`src/rtl/writeback_slot_nop_inserter_defines.svh`:
```
// ----------------------------------------------------------------------------
// writeback slot nop inserter: assertion macros
// shared concurrent assertion forms, clocked on the rising edge and
// disabled while reset is asserted
// ----------------------------------------------------------------------------
`ifndef WRITEBACK_SLOT_NOP_INSERTER_DEFINES_SVH
`define WRITEBACK_SLOT_NOP_INSERTER_DEFINES_SVH

// same-cycle implication
`define WSNI_ASSERT_NOW(lbl, clk, rst_n, ante, cons) \
  lbl: assert property (@(posedge clk) disable iff (!rst_n) (ante) |-> (cons)) \
    else $error("wsni check failed");

// next-cycle implication
`define WSNI_ASSERT_NEXT(lbl, clk, rst_n, ante, cons) \
  lbl: assert property (@(posedge clk) disable iff (!rst_n) (ante) |=> (cons)) \
    else $error("wsni check failed");

`endif

```
`src/rtl/wsni_pkg.sv`:
```
`timescale 1ns / 1ps
// ----------------------------------------------------------------------------
// wsni_pkg
// shared widths, codes and control types of the writeback slot nop inserter
// ----------------------------------------------------------------------------
package wsni_pkg;

  localparam int WORD_W    = 32;
  localparam int LAT_W     = 4;
  localparam int KIND_W    = 2;
  localparam int CNT_W     = 4;
  localparam int CFG_IDX_W = 1;

  // configuration register indexes
  localparam logic [CFG_IDX_W-1:0] REG_CHANNEL_COUNT = 1'b0;
  localparam logic [CFG_IDX_W-1:0] REG_NOP_WORD      = 1'b1;

  // instruction kinds; the unused code behaves as no writeback
  typedef enum logic [KIND_W-1:0] {
    KIND_NORMAL = 2'd0,
    KIND_NO_WB  = 2'd1,
    KIND_STOP   = 2'd2
  } kind_e;

  // per-cycle window update
  typedef struct packed {
    logic advance;  // shift the window by the channel count
    logic reserve;  // mark the slots of the current instruction
  } win_ctrl_t;

endpackage

```
`src/rtl/wsni_item_if.sv`:
```
`timescale 1ns / 1ps
// ----------------------------------------------------------------------------
// wsni_item_if
// instruction beat channel: word, latency and kind with valid/ready
// ----------------------------------------------------------------------------
interface wsni_item_if;
  import wsni_pkg::*;

  logic              valid;
  logic              ready;
  logic [WORD_W-1:0] instr_word;
  logic [LAT_W-1:0]  latency;
  logic [KIND_W-1:0] kind;

  modport source (output valid, instr_word, latency, kind, input ready);
  modport sink   (input valid, instr_word, latency, kind, output ready);
endinterface

```
`src/rtl/wsni_result_if.sv`:
```
`timescale 1ns / 1ps
// ----------------------------------------------------------------------------
// wsni_result_if
// emitted word channel: word, nop flag and last flag with valid/ready
// ----------------------------------------------------------------------------
interface wsni_result_if;
  import wsni_pkg::*;

  logic              valid;
  logic              ready;
  logic [WORD_W-1:0] out_word;
  logic              inserted;
  logic              last;

  modport source (output valid, out_word, inserted, last, input ready);
  modport sink   (input valid, out_word, inserted, last, output ready);
endinterface

```
`src/rtl/writeback_slot_nop_inserter.sv`:
```
`timescale 1ns / 1ps
// ----------------------------------------------------------------------------
// writeback_slot_nop_inserter
// inserts nop words so that each instruction's writeback slots are free
// ----------------------------------------------------------------------------
// Each instruction beat produces its inserted nops followed by the instruction
// itself (flagged last); up to a stop instruction, the slot window is checked
// and shifted once per emitted word, except for the stop word itself. For an
// instruction needing no nop, the next beat is taken in the same cycle its
// result is registered. A single registered output stage holds one result;
// while it waits for the sink the current beat cannot step, so while a beat
// is held the input stays not ready until the output stage drains.
// After a stop instruction, checking is off until reset.
// Configuration writes are only safe while no beat is in flight.
// ----------------------------------------------------------------------------
module writeback_slot_nop_inserter import wsni_pkg::*; #(
  parameter int MAX_LATENCY  = 15,
  parameter int MAX_CHANNELS = 8
) (
  input  logic                 clk_i,
  input  logic                 rst_ni,
  input  logic                 cfg_we_i,
  input  logic [CFG_IDX_W-1:0] cfg_idx_i,
  input  logic [WORD_W-1:0]    cfg_data_i,
  wsni_item_if.sink            item_i,
  wsni_result_if.source        result_o
);

`include "writeback_slot_nop_inserter_defines.svh"

  localparam int WIN = MAX_LATENCY + MAX_CHANNELS;
  localparam int SW  = $clog2(WIN + 1);
  localparam int CFW = (SW > CNT_W) ? SW : CNT_W;
  localparam int LFW = (SW > LAT_W) ? SW : LAT_W;
  localparam int NW  = $clog2(MAX_LATENCY + 2);

  // configuration
  logic [CNT_W-1:0]  channel_count_q;
  logic [WORD_W-1:0] nop_word_q;

  // item being worked on
  logic              busy_q;
  logic [WORD_W-1:0] word_q;
  logic [LAT_W-1:0]  lat_q;
  logic [KIND_W-1:0] kind_q;
  logic [NW-1:0]     nop_cnt_q;
  logic              stopped_q;

  // output stage
  logic              out_valid_q;
  logic [WORD_W-1:0] out_word_q;
  logic              out_ins_q;
  logic              out_last_q;

  logic              in_beat;
  logic              out_free;
  logic              step;
  logic              is_nop;
  logic              finish;
  logic              conflict;
  logic [CFW-1:0]    cnt_ext;
  logic [LFW-1:0]    lat_ext;
  logic [SW-1:0]     ch_eff;
  logic [SW-1:0]     lat_eff;
  win_ctrl_t         win_ctrl;

  // configuration writes
  always_ff @(posedge clk_i or negedge rst_ni) begin
    if (!rst_ni) begin
      channel_count_q <= CNT_W'(1);
      nop_word_q      <= '0;
    end else if (cfg_we_i) begin
      unique case (cfg_idx_i)
        REG_CHANNEL_COUNT: channel_count_q <= cfg_data_i[CNT_W-1:0];
        REG_NOP_WORD:      nop_word_q      <= cfg_data_i;
        default: ;
      endcase
    end
  end

  // clamp channel count and latency to the window bounds
  assign cnt_ext = CFW'(channel_count_q);
  assign lat_ext = LFW'(lat_q);
  assign ch_eff  = (cnt_ext > CFW'(MAX_CHANNELS)) ? SW'(MAX_CHANNELS) : SW'(cnt_ext);
  assign lat_eff = (lat_ext > LFW'(MAX_LATENCY))  ? SW'(MAX_LATENCY)  : SW'(lat_ext);

  // step decision
  assign out_free = !out_valid_q || result_o.ready;
  assign step     = busy_q && out_free;
  assign is_nop   = !stopped_q && (kind_q == KIND_NORMAL) && conflict
                    && (nop_cnt_q < NW'(MAX_LATENCY + 1));
  assign finish   = step && !is_nop;

  assign win_ctrl.advance = step && !stopped_q && (is_nop || (kind_q != KIND_STOP));
  assign win_ctrl.reserve = finish && !stopped_q && (kind_q == KIND_NORMAL);

  assign item_i.ready = !busy_q || finish;
  assign in_beat      = item_i.valid && item_i.ready;

  wsni_window #(
    .WIN    (WIN),
    .SW     (SW),
    .MAX_CH (MAX_CHANNELS)
  ) u_window (
    .clk_i      (clk_i),
    .rst_ni     (rst_ni),
    .ctrl_i     (win_ctrl),
    .lat_i      (lat_eff),
    .ch_i       (ch_eff),
    .conflict_o (conflict)
  );

  // item control and stop flag
  always_ff @(posedge clk_i or negedge rst_ni) begin
    if (!rst_ni) begin
      busy_q    <= 1'b0;
      nop_cnt_q <= '0;
      stopped_q <= 1'b0;
    end else begin
      if (in_beat) begin
        busy_q    <= 1'b1;
        nop_cnt_q <= '0;
      end else if (finish) begin
        busy_q <= 1'b0;
      end else if (step) begin
        nop_cnt_q <= nop_cnt_q + 1'b1;
      end
      if (finish && (kind_q == KIND_STOP)) begin
        stopped_q <= 1'b1;
      end
    end
  end

  // item payload
  always_ff @(posedge clk_i) begin
    if (in_beat) begin
      word_q <= item_i.instr_word;
      lat_q  <= item_i.latency;
      kind_q <= item_i.kind;
    end
  end

  // output stage valid
  always_ff @(posedge clk_i or negedge rst_ni) begin
    if (!rst_ni) begin
      out_valid_q <= 1'b0;
    end else if (step) begin
      out_valid_q <= 1'b1;
    end else if (result_o.ready) begin
      out_valid_q <= 1'b0;
    end
  end

  // output stage payload
  always_ff @(posedge clk_i) begin
    if (step) begin
      out_word_q <= is_nop ? nop_word_q : word_q;
      out_ins_q  <= is_nop;
      out_last_q <= !is_nop;
    end
  end

  assign result_o.valid    = out_valid_q;
  assign result_o.out_word = out_word_q;
  assign result_o.inserted = out_ins_q;
  assign result_o.last     = out_last_q;

  // checks
  `WSNI_ASSERT_NOW(a_stop_no_nop, clk_i, rst_ni, step && stopped_q, finish)
  `WSNI_ASSERT_NOW(a_hold_input, clk_i, rst_ni, busy_q && !finish, !item_i.ready)
  `WSNI_ASSERT_NEXT(a_step_loads, clk_i, rst_ni, step, out_valid_q && (out_ins_q != out_last_q))
  `WSNI_ASSERT_NOW(a_nop_cap, clk_i, rst_ni, busy_q, nop_cnt_q <= NW'(MAX_LATENCY + 1))

endmodule

```
`src/rtl/wsni_cell.sv`:
```
`timescale 1ns / 1ps
// ----------------------------------------------------------------------------
// wsni_cell
// one writeback slot flag; checks its own slot against the request range,
// marks it on reserve and takes its neighbour's flag on advance
// ----------------------------------------------------------------------------
module wsni_cell import wsni_pkg::*; #(
  parameter int IDX    = 0,
  parameter int SW     = 5,
  parameter int MAX_CH = 8
) (
  input  logic              clk_i,
  input  logic              rst_ni,
  input  win_ctrl_t         ctrl_i,
  input  logic [SW-1:0]     lat_i,
  input  logic [SW-1:0]     ch_i,
  input  logic [MAX_CH-1:0] ahead_i,   // merged flags of the next cells up
  output logic              merged_o,  // own flag with this beat's reservation
  output logic              conflict_o
);

  localparam logic [SW-1:0] IDX_V = SW'(IDX);

  logic slot_q, slot_d;
  logic in_range;
  logic shifted;

  // slot lies inside [lat, lat + ch)
  assign in_range   = (IDX_V >= lat_i) && (IDX_V < (lat_i + ch_i));
  assign conflict_o = slot_q & in_range;
  assign merged_o   = slot_q | (ctrl_i.reserve & in_range);

  // pick the neighbour flag ch slots ahead
  always_comb begin
    shifted = merged_o;
    for (int j = 0; j < MAX_CH; j++) begin
      if (ch_i == SW'(j + 1)) shifted = ahead_i[j];
    end
  end

  always_comb begin
    if (ctrl_i.advance) begin
      slot_d = shifted;
    end else begin
      slot_d = merged_o;
    end
  end

  always_ff @(posedge clk_i or negedge rst_ni) begin
    if (!rst_ni) begin
      slot_q <= 1'b0;
    end else begin
      slot_q <= slot_d;
    end
  end

endmodule

```
`src/rtl/wsni_window.sv`:
```
`timescale 1ns / 1ps
// ----------------------------------------------------------------------------
// wsni_window
// row of slot cells covering the writeback window ahead of the issue slot
// ----------------------------------------------------------------------------
module wsni_window import wsni_pkg::*; #(
  parameter int WIN    = 23,
  parameter int SW     = 5,
  parameter int MAX_CH = 8
) (
  input  logic          clk_i,
  input  logic          rst_ni,
  input  win_ctrl_t     ctrl_i,
  input  logic [SW-1:0] lat_i,
  input  logic [SW-1:0] ch_i,
  output logic          conflict_o
);

  logic [WIN-1:0] merged;
  logic [WIN-1:0] conflict_vec;

  for (genvar k = 0; k < WIN; k++) begin : g_slot
    logic [MAX_CH-1:0] ahead;

    // neighbour flags, zero past the end of the window
    for (genvar j = 0; j < MAX_CH; j++) begin : g_ahead
      if (k + 1 + j < WIN) begin : g_in
        assign ahead[j] = merged[k+1+j];
      end else begin : g_out
        assign ahead[j] = 1'b0;
      end
    end

    wsni_cell #(
      .IDX    (k),
      .SW     (SW),
      .MAX_CH (MAX_CH)
    ) u_cell (
      .clk_i      (clk_i),
      .rst_ni     (rst_ni),
      .ctrl_i     (ctrl_i),
      .lat_i      (lat_i),
      .ch_i       (ch_i),
      .ahead_i    (ahead),
      .merged_o   (merged[k]),
      .conflict_o (conflict_vec[k])
    );
  end

  // any requested slot already taken
  assign conflict_o = |conflict_vec;

endmodule
```
`src/flat_wrapper.sv`:
```
// flat-port wrapper written by rule: the top's interface ports become plain ports
module writeback_slot_nop_inserter_flat import wsni_pkg::*;
#(
  parameter int MAX_LATENCY  = 15,
  parameter int MAX_CHANNELS = 8
)
  (clk_i, rst_ni, cfg_we_i, cfg_idx_i, cfg_data_i, item_i_valid, item_i_instr_word, item_i_latency, item_i_kind, item_i_ready, result_o_valid, result_o_out_word, result_o_inserted, result_o_last, result_o_ready);
  wsni_item_if item_i_i ();
  wsni_result_if result_o_i ();
  input  logic clk_i;
  input  logic rst_ni;
  input  logic cfg_we_i;
  input  logic [CFG_IDX_W-1:0] cfg_idx_i;
  input  logic [WORD_W-1:0] cfg_data_i;
  input wire logic [$bits(item_i_i.valid)-1:0] item_i_valid;
  input wire logic [$bits(item_i_i.instr_word)-1:0] item_i_instr_word;
  input wire logic [$bits(item_i_i.latency)-1:0] item_i_latency;
  input wire logic [$bits(item_i_i.kind)-1:0] item_i_kind;
  output wire logic [$bits(item_i_i.ready)-1:0] item_i_ready;
  output wire logic [$bits(result_o_i.valid)-1:0] result_o_valid;
  output wire logic [$bits(result_o_i.out_word)-1:0] result_o_out_word;
  output wire logic [$bits(result_o_i.inserted)-1:0] result_o_inserted;
  output wire logic [$bits(result_o_i.last)-1:0] result_o_last;
  input wire logic [$bits(result_o_i.ready)-1:0] result_o_ready;
  assign item_i_i.valid = item_i_valid;
  assign item_i_i.instr_word = item_i_instr_word;
  assign item_i_i.latency = item_i_latency;
  assign item_i_i.kind = item_i_kind;
  assign item_i_ready = item_i_i.ready;
  assign result_o_valid = result_o_i.valid;
  assign result_o_out_word = result_o_i.out_word;
  assign result_o_inserted = result_o_i.inserted;
  assign result_o_last = result_o_i.last;
  assign result_o_i.ready = result_o_ready;
  writeback_slot_nop_inserter #(.MAX_LATENCY(MAX_LATENCY), .MAX_CHANNELS(MAX_CHANNELS)) u_core (.clk_i(clk_i), .rst_ni(rst_ni), .cfg_we_i(cfg_we_i), .cfg_idx_i(cfg_idx_i), .cfg_data_i(cfg_data_i), .item_i(item_i_i), .result_o(result_o_i));
endmodule
```
`config.mk`:
```
export PLATFORM = sky130hd
export DESIGN_NAME = writeback_slot_nop_inserter_flat
export DESIGN_NICKNAME = d
export VERILOG_FILES = /design/src/rtl/wsni_pkg.sv /design/src/rtl/wsni_item_if.sv /design/src/rtl/wsni_result_if.sv /design/src/rtl/writeback_slot_nop_inserter.sv /design/src/rtl/wsni_cell.sv /design/src/rtl/wsni_window.sv /design/src/flat_wrapper.sv
export VERILOG_INCLUDE_DIRS = /design/src /design/src/rtl
export SDC_FILE = /design/constraint.sdc
export NUM_CORES = 1
export LEC_CHECK = 0
export BUFFER_PORTS_ARGS = -buffer_cell sky130_fd_sc_hd__buf_2
export CAP_MARGIN = 0
export CORE_MARGIN = 2
export CORE_UTILIZATION = 64
export CTS_BUF_LIST = sky130_fd_sc_hd__clkbuf_4
export CTS_CLUSTER_DIAMETER = 150
export DETAILED_ROUTE_END_ITERATION = 8
export HOLD_SLACK_MARGIN = 0.05
export PLACE_DENSITY = 0.88
export SKIP_CTS_REPAIR_TIMING = 1
export SLEW_MARGIN = 0
export SYNTH_ARGS = -nofsm -noshare
export SYNTH_HDL_FRONTEND = slang
export SYNTH_SLANG_ARGS = --single-unit
```
`constraint.sdc`:
```
create_clock -name clk_i -period 8 [get_ports clk_i]
set_input_delay 0.8 -clock clk_i [delete_from_list [all_inputs] [get_ports clk_i]]
set_output_delay 0.8 -clock clk_i [all_outputs]
set_load 0.03 [all_outputs]
```
== After elaboration in Yosys (flattened, before gate mapping) ==
Cells that the tools add are included.
Word-level totals
  register bits: 139
  input bits: 76
Operators by class
  muxes and demuxes: 217
  $lt $le $gt $ge: 49
  add/sub/neg operators: 2
  reduce and logical (&&, ||, !) cells: 49
  eq/ne operators: 11
  bitwise logic cells: 70
Operator list (number)
  two-way mux 1 bit: 211
  AND 1 bit: 46
  >= comparator 4 x 5 -> 1 bit (first input constant): 8
  < comparator 4 x 5 -> 1 bit (first input constant): 8
  >= comparator 5 bit (first input constant): 7
  < comparator 5 bit (first input constant): 7
  logical AND 1 bit: 34
  two-way mux 32 bit: 1
  OR 1 bit: 23
  OR reduction 23 bit: 1
  equality test 5 x 3 -> 1 bit (second input constant): 4
  >= comparator 3 x 5 -> 1 bit (first input constant): 4
  < comparator 3 x 5 -> 1 bit (first input constant): 4
  two-way mux 5 bit: 3
  equality test 5 x 2 -> 1 bit (second input constant): 2
  >= comparator 1 x 5 -> 1 bit (first input constant): 2
  >= comparator 2 x 5 -> 1 bit (first input constant): 2
  < comparator 1 x 5 -> 1 bit (first input constant): 2
  < comparator 2 x 5 -> 1 bit (first input constant): 2
  greater-than comparator 4 bit (second input constant): 2
  two-way mux 4 bit: 2
  AND reduction 2 bit: 3
  nonzero test 2 bit: 3
  adder 5 x 1 -> 5 bit (second input constant): 1
  other kinds (11): 16

== Logic depth before layout (Yosys ltp) ==
  depth after elaboration: 24
  depth in mapped cells: 19

== Modules after synthesis ==
Synthesis repeated with hierarchy kept, for this count alone.
Second synthesis, totals
  cells, all modules: 1402
  area, all modules: 13449.1 um^2
By module, submodules not included
  writeback_slot_nop_inserter: area an instance 4345.4 um^2, times used 1, cells an instance 230, seq. area each 3264.4 um^2
  wsni_cell (u_core.u_window.g_slot[20].u_cell): area an instance 498.0 um^2, times used 1, cells an instance 65, seq. area each 25.0 um^2
  wsni_cell (u_core.u_window.g_slot[0].u_cell): area an instance 457.9 um^2, times used 1, cells an instance 56, seq. area each 25.0 um^2
  wsni_cell (u_core.u_window.g_slot[16].u_cell): area an instance 445.4 um^2, times used 1, cells an instance 57, seq. area each 25.0 um^2
  wsni_cell (u_core.u_window.g_slot[18].u_cell): area an instance 439.2 um^2, times used 1, cells an instance 58, seq. area each 25.0 um^2
  wsni_cell (u_core.u_window.g_slot[22].u_cell): area an instance 434.2 um^2, times used 1, cells an instance 56, seq. area each 25.0 um^2
  wsni_cell (u_core.u_window.g_slot[21].u_cell): area an instance 431.7 um^2, times used 1, cells an instance 51, seq. area each 25.0 um^2
  wsni_cell (u_core.u_window.g_slot[4].u_cell): area an instance 420.4 um^2, times used 1, cells an instance 56, seq. area each 25.0 um^2
  wsni_cell (u_core.u_window.g_slot[19].u_cell): area an instance 410.4 um^2, times used 1, cells an instance 50, seq. area each 25.0 um^2
  wsni_cell (u_core.u_window.g_slot[14].u_cell): area an instance 407.9 um^2, times used 1, cells an instance 56, seq. area each 25.0 um^2
  wsni_cell (u_core.u_window.g_slot[6].u_cell): area an instance 402.9 um^2, times used 1, cells an instance 48, seq. area each 25.0 um^2
  wsni_cell (u_core.u_window.g_slot[12].u_cell): area an instance 400.4 um^2, times used 1, cells an instance 50, seq. area each 25.0 um^2
  wsni_cell (u_core.u_window.g_slot[8].u_cell): area an instance 389.1 um^2, times used 1, cells an instance 54, seq. area each 25.0 um^2
  wsni_cell (u_core.u_window.g_slot[2].u_cell): area an instance 380.4 um^2, times used 1, cells an instance 48, seq. area each 25.0 um^2
  11 more rows

== Worst setup path after synthesis ==
No wires, ideal clock.
  path kind: reg2reg
  start: register u_core.channel_count_q[1]
  end: register u_core.kind_q[0], enable pin
  stages on the path, launching flop included: 17
  slack: 2.191 ns
  required time: 7.586 ns
  library setup time: 0.414 ns
  arrival time: 5.396 ns
  path buffers: 5
  cells stage by stage: dfrtp_1 -> clkbuf_1 -> inv_1 -> clkbuf_1 -> nor2_1 -> fa_1 -> buf_6 -> or4b_1 -> nand3_2 -> and2_4 -> buf_8 -> a211oi_2 -> nor4_4 -> a311oi_2 -> o21ai_0 -> and2_1 -> clkbuf_1
Between the ends
  cells in the longest elaborated chain, start to end: 13
  elaborated cells on any way between the ends: 79
  those cells by class: add/sub: 1; order compare: 24; mux: 1; bitwise: 23; reduce/logical: 30
Ends and longest elaborated chain
  start: declaration: line writeback_slot_nop_inserter.sv:38  | logic [CNT_W-1:0] channel_count_q;
  start signal: assignment: line writeback_slot_nop_inserter.sv:74  | REG_CHANNEL_COUNT: channel_count_q <= cfg_data_i[CNT_W-1:0];
  greater-than comparator 4 bit: line writeback_slot_nop_inserter.sv:84  | assign ch_eff = (cnt_ext > CFW'(MAX_CHANNELS)) ? SW'(MAX_CHANNELS) : SW'(cnt_ext);
  two-way mux 4 bit *: line writeback_slot_nop_inserter.sv:84
  adder 5 bit *: line wsni_cell.sv:29  | assign in_range = (IDX_V >= lat_i) && (IDX_V < (lat_i + ch_i));
  < comparator 1 x 5 -> 1 bit (tied with other cells): line wsni_cell.sv:29
  logical AND 1 bit: line wsni_cell.sv:29
  AND 1 bit: line wsni_cell.sv:30  | assign conflict_o = slot_q & in_range;
  OR reduction 23 bit *: line wsni_window.sv:51  | assign conflict_o = |conflict_vec;
  logical AND 1 bit *: line writeback_slot_nop_inserter.sv:90  | assign is_nop = !stopped_q && (kind_q == KIND_NORMAL) && conflict
  logical AND 1 bit *: line writeback_slot_nop_inserter.sv:91  | && (nop_cnt_q < NW'(MAX_LATENCY + 1));
  zero test 1 bit *: line writeback_slot_nop_inserter.sv:92  | assign finish = step && !is_nop;
  logical AND 1 bit *: line writeback_slot_nop_inserter.sv:92
  logical OR 1 bit *: line writeback_slot_nop_inserter.sv:97  | assign item_i.ready = !busy_q || finish;
  via item_i_ready: line flat_wrapper.sv:19  | output wire logic [$bits(item_i_i.ready)-1:0] item_i_ready;
  logical AND 1 bit *: line writeback_slot_nop_inserter.sv:98  | assign in_beat = item_i.valid && item_i.ready;
  via u_core.in_beat: line writeback_slot_nop_inserter.sv:55  | logic in_beat;
  end signal: assignment: line writeback_slot_nop_inserter.sv:139  | kind_q <= item_i.kind;
  end: declaration: line writeback_slot_nop_inserter.sv:45  | logic [KIND_W-1:0] kind_q;
Mark *: on every way through the listed nets, which the timed path passes. The rest lies on a longest branch.
A chain may end at the register's enable or synchronous reset.

== Final worst setup path ==
  start: register u_core.channel_count_q[3]
  end: output port item_i_ready
Between the ends
  cells in the longest elaborated chain, start to end: 12
  elaborated cells on any way between the ends: 78
  those cells by class: add/sub: 1; order compare: 24; mux: 1; bitwise: 23; reduce/logical: 29
Ends and longest elaborated chain (line)
  greater-than comparator 4 bit: writeback_slot_nop_inserter.sv:84
  two-way mux 4 bit *: writeback_slot_nop_inserter.sv:84
  adder 5 bit *: wsni_cell.sv:29
  < comparator 1 x 5 -> 1 bit (tied with other cells): wsni_cell.sv:29
  logical AND 1 bit: wsni_cell.sv:29
  AND 1 bit: wsni_cell.sv:30
  OR reduction 23 bit *: wsni_window.sv:51
  logical AND 1 bit *: writeback_slot_nop_inserter.sv:90
  logical AND 1 bit *: writeback_slot_nop_inserter.sv:91
  zero test 1 bit *: writeback_slot_nop_inserter.sv:92
  logical AND 1 bit *: writeback_slot_nop_inserter.sv:92
  logical OR 1 bit *: writeback_slot_nop_inserter.sv:97
  end: declaration: flat_wrapper.sv:19
Mark *: on every way between the ends. The rest lies on a longest branch, timed or not.

==> impl_metrics.toml <==
[run_status]
status = "finished, final reports clean"

[logic_synthesis]
yosys_warnings = 0
avgSynthCellArea_um2 = 10.6
yosysUniqueCellTypes = 79
synth_fp_nets = 822
yosys_register_bits = 139
async_flop_share_pct = 48.2
synth_ff_type = "edfxtp_1"
postSynthCellCount = 740
synth-edff-count = 72
syn_area_um2 = 7860
synth-seq-area-share_pct = 48.8

[clocking]
cts_made_buffers = 17
clock_latency_ns = 0.59
cts.path.max_buffers = 2
cts.sinks = 139
cts_tree = "yes"
htree_levels = 4
cts.clk_slew.worst_paths_ns = 0.14
cts_root_buf = "clkbuf_4"

[worst_setup_path]
critPathRequiredTime_ns = 7.20
cp_slowest_stage_delay_ns = 0.82
cp_num_buf_inv = 4
startpoint_type = "register"
cp_slowest_cell = "xor2_1"
cp.arrival_ns = 5.73
cp_max_fo = 36
cp-end-kind = "primary output"
path_class = "register to primary output"
critPathTopFamily = "compound AO/OA/AOI/OAI gates"
crit_chain = "inv_1 -> nand2_1 -> inv_1 -> ha_1 -> fa_1 -> xor2_1 -> nand2_1 -> a311oi_1 -> a2111oi_0 -> o2111a_2 -> a311oi_4 -> buf_4 -> o21ai_0 -> buf_2"

[layout]
layout.nets = 918
area_delta_synth_final_pct = 12.0
register_area_um2 = 3840
fillers = 767
final_util_pct = 73.3
multiInputGateArea_um2 = 3730
drive_gt1_share_pct = 30.6

[timing]
rsz0062_at_grt = "false"
finalHoldViolations = 0
fin_crit_sh_pct = 81.6
setup_viol = 0
fin_setup_tns_ns = 0
finalMaxSlewViolations = 0
hold_ws_ns = 0.382
period_minus_slack_ns = 6.53
worst_pin_slew_ns = 1.21
max_freq_mhz = 153
clock_skew_ns = 0.0271
slew_headroom_pct = 18.8

[drt]
firstDrtPassIters = 8
antenna_left = 0
routed_via_density = 7.54
vias = 7518
route.detailed.drc = 0
wire_per_inst_um = 28.9
drt-total-wl_um = 28900
drtIter0Drc = 1710

[global_routing]
track_usage_pct = 45.2
globalRouteOverflowTotal = 0
grt_max_degree = 68
grt_pass1_wl_um = 44100
grt_pass1_vias = 7445
antenna_found_initial = 2

[floorplanning]
fp.dieW_um = 115
core_um2 = 12000
die_y_um = 115
io-pin-count = 112
die_area_um2 = 13200
rows = 40
start_util_pct = 65.4

[placed_design]
hpwl_um = 18900
io_buffers = 111
gp_congestion = 1.03

[min_path]
hp-class = "input pin to register"

[power_and_ir_drop]
report.power.total_mw = 2.36
power.leakage_nw = 3.51
power_density_nw_per_um2 = 268
peakVddDrop_uv = 233

[job]
maxCapViolations = 0
per-layer routing:
layer	GRT usage (%)	wire [um]	vias up
li1	-	-	3042
met1	55.9	9780	3474
met4	24.9	2090	0
met3	15.6	3880	230
met5	0	0	-
met2	70.3	13100	772
sequential cells by signal, summed over array words and instances, names as in the netlist:
name                                  count
u_core.nop_word_q                        32
u_core.result_o.out_word                 32
u_core.word_q                            32
u_core.u_window.g_slot.u_cell.slot_q     23
u_core.nop_cnt_q                          5
u_core.channel_count_q                    4
u_core.lat_q                              4
u_core.kind_q                             2
u_core.busy_q                             1
u_core.result_o.inserted                  1
u_core.result_o.last                      1
u_core.result_o.valid                     1
u_core.stopped_q                          1
final timing paths:
path | start | end | slack (ns) | cells past startpoint
setup / recovery | u_core.channel_count_q[3] | item_i_ready | 1.47 | 14
hold / removal | item_i_instr_word[22] | u_core.word_q[22] | 0.38 | 1
setup reg to reg | u_core.channel_count_q[3] | u_core.u_window.g_slot[10].u_cell.slot_q | 2.01 | 15
hold reg to reg | u_core.busy_q | u_core.result_o.valid | 0.50 | 1
max in group asynchronous | rst_ni | u_core.nop_word_q[5] | 6.94 | 2
min in group asynchronous | rst_ni | u_core.u_window.g_slot[6].u_cell.slot_q | 0.40 | 2
final cells by class:
type                       count  area share (%)
antenna                        1          0.0284
clock buffer                  17            1.45
tap                          147            2.09
sequential                   139            43.6
inverter                      30            1.28
multi-input combinational    526            42.4
timing repair buffer         122            7.25
clock inverter                15            1.85
synthesized netlist by cell type, types with 9 or more instances:
cell	instances	share of area [%]
edfxtp_1	72	28
nand2_1	71	3.4
mux2_2	68	9.7
dfrtp_1	66	21
nor2_1	55	2.6
o21ai_0	49	3.1
a21oi_1	38	2.4
clkbuf_1	32	1.5
inv_1	30	1.4
nor3_1	23	1.5
o22ai_1	20	1.6
a31oi_1	15	1.2
mux2i_1	12	1.5
a211oi_1	10	0.95
a21o_1	10	0.95
o211ai_1	10	0.95
a221oi_1	9	1.0
where the power goes:
part / total, mW / switching (mW) / internal (mW)
registers: 0.975 / 0.102 / 0.873
logic: 0.891 / 0.600 / 0.291
clock network: 0.492 / 0.302 / 0.190
total: 2.36 / 1.00 / 1.35
cell usage in the layout, fill, tap and decap left out, types with 5 or more instances in the layout:
cell / instances
a211oi_1: 10
a21o_1: 10
a21oi_1: 38
a221oi_1: 9
a22oi_1: 5
a2bb2oi_1: 7
a31oi_1: 15
buf_2: 111
buf_4: 11
clkbuf_4: 17
dfrtp_1: 66
edfxtp_1: 72
ha_1: 5
inv_1: 30
mux2_2: 68
mux2i_1: 12
nand2_1: 71
nand2b_1: 5
nor2_1: 55
nor3_1: 20
o211ai_1: 10
o21ai_0: 49
o221ai_1: 8
o22ai_1: 20
o31ai_1: 6
o31ai_2: 7
or2_2: 5
through the flow:
| stage | instances | area, um^2 | setup slack (ns) |
|---|---|---|---|
| finish | 997 | 8800 | 1.47 |
| global route | 997 | 8800 | 1.09 |
| CTS | 996 | 8800 | 1.53 |
| detailed placement | 964 | 8510 | 2.24 |
| global placement | 964 | 8510 | 2.44 |
| floorplan | 740 | 7860 | 2.19 |
worst reg2reg max path, delay by kind of cell (launching register included):
family / cells / cell delay [ns]
AO/OA/AOI/OAI: 7 / 2.24
adder cells (fa/ha/maj): 2 / 0.81
flip-flops: 1 / 0.67
XOR/XNOR: 1 / 0.82
buffers and inverters: 2 / 0.38
AND/OR/NAND/NOR: 3 / 0.99
logic make-up after synthesis:
group / after synthesis / share of synthesized area [%]
compound gates: 252 / 23.7
buf+inv: 75 / 3.99
flops: 139 / 48.8
xor+xnor: 5 / 0.557
mux: 80 / 11.3
simple gates: 183 / 10.6
fa+ha+maj: 6 / 1.05
(Power assumes the default switching activity.)
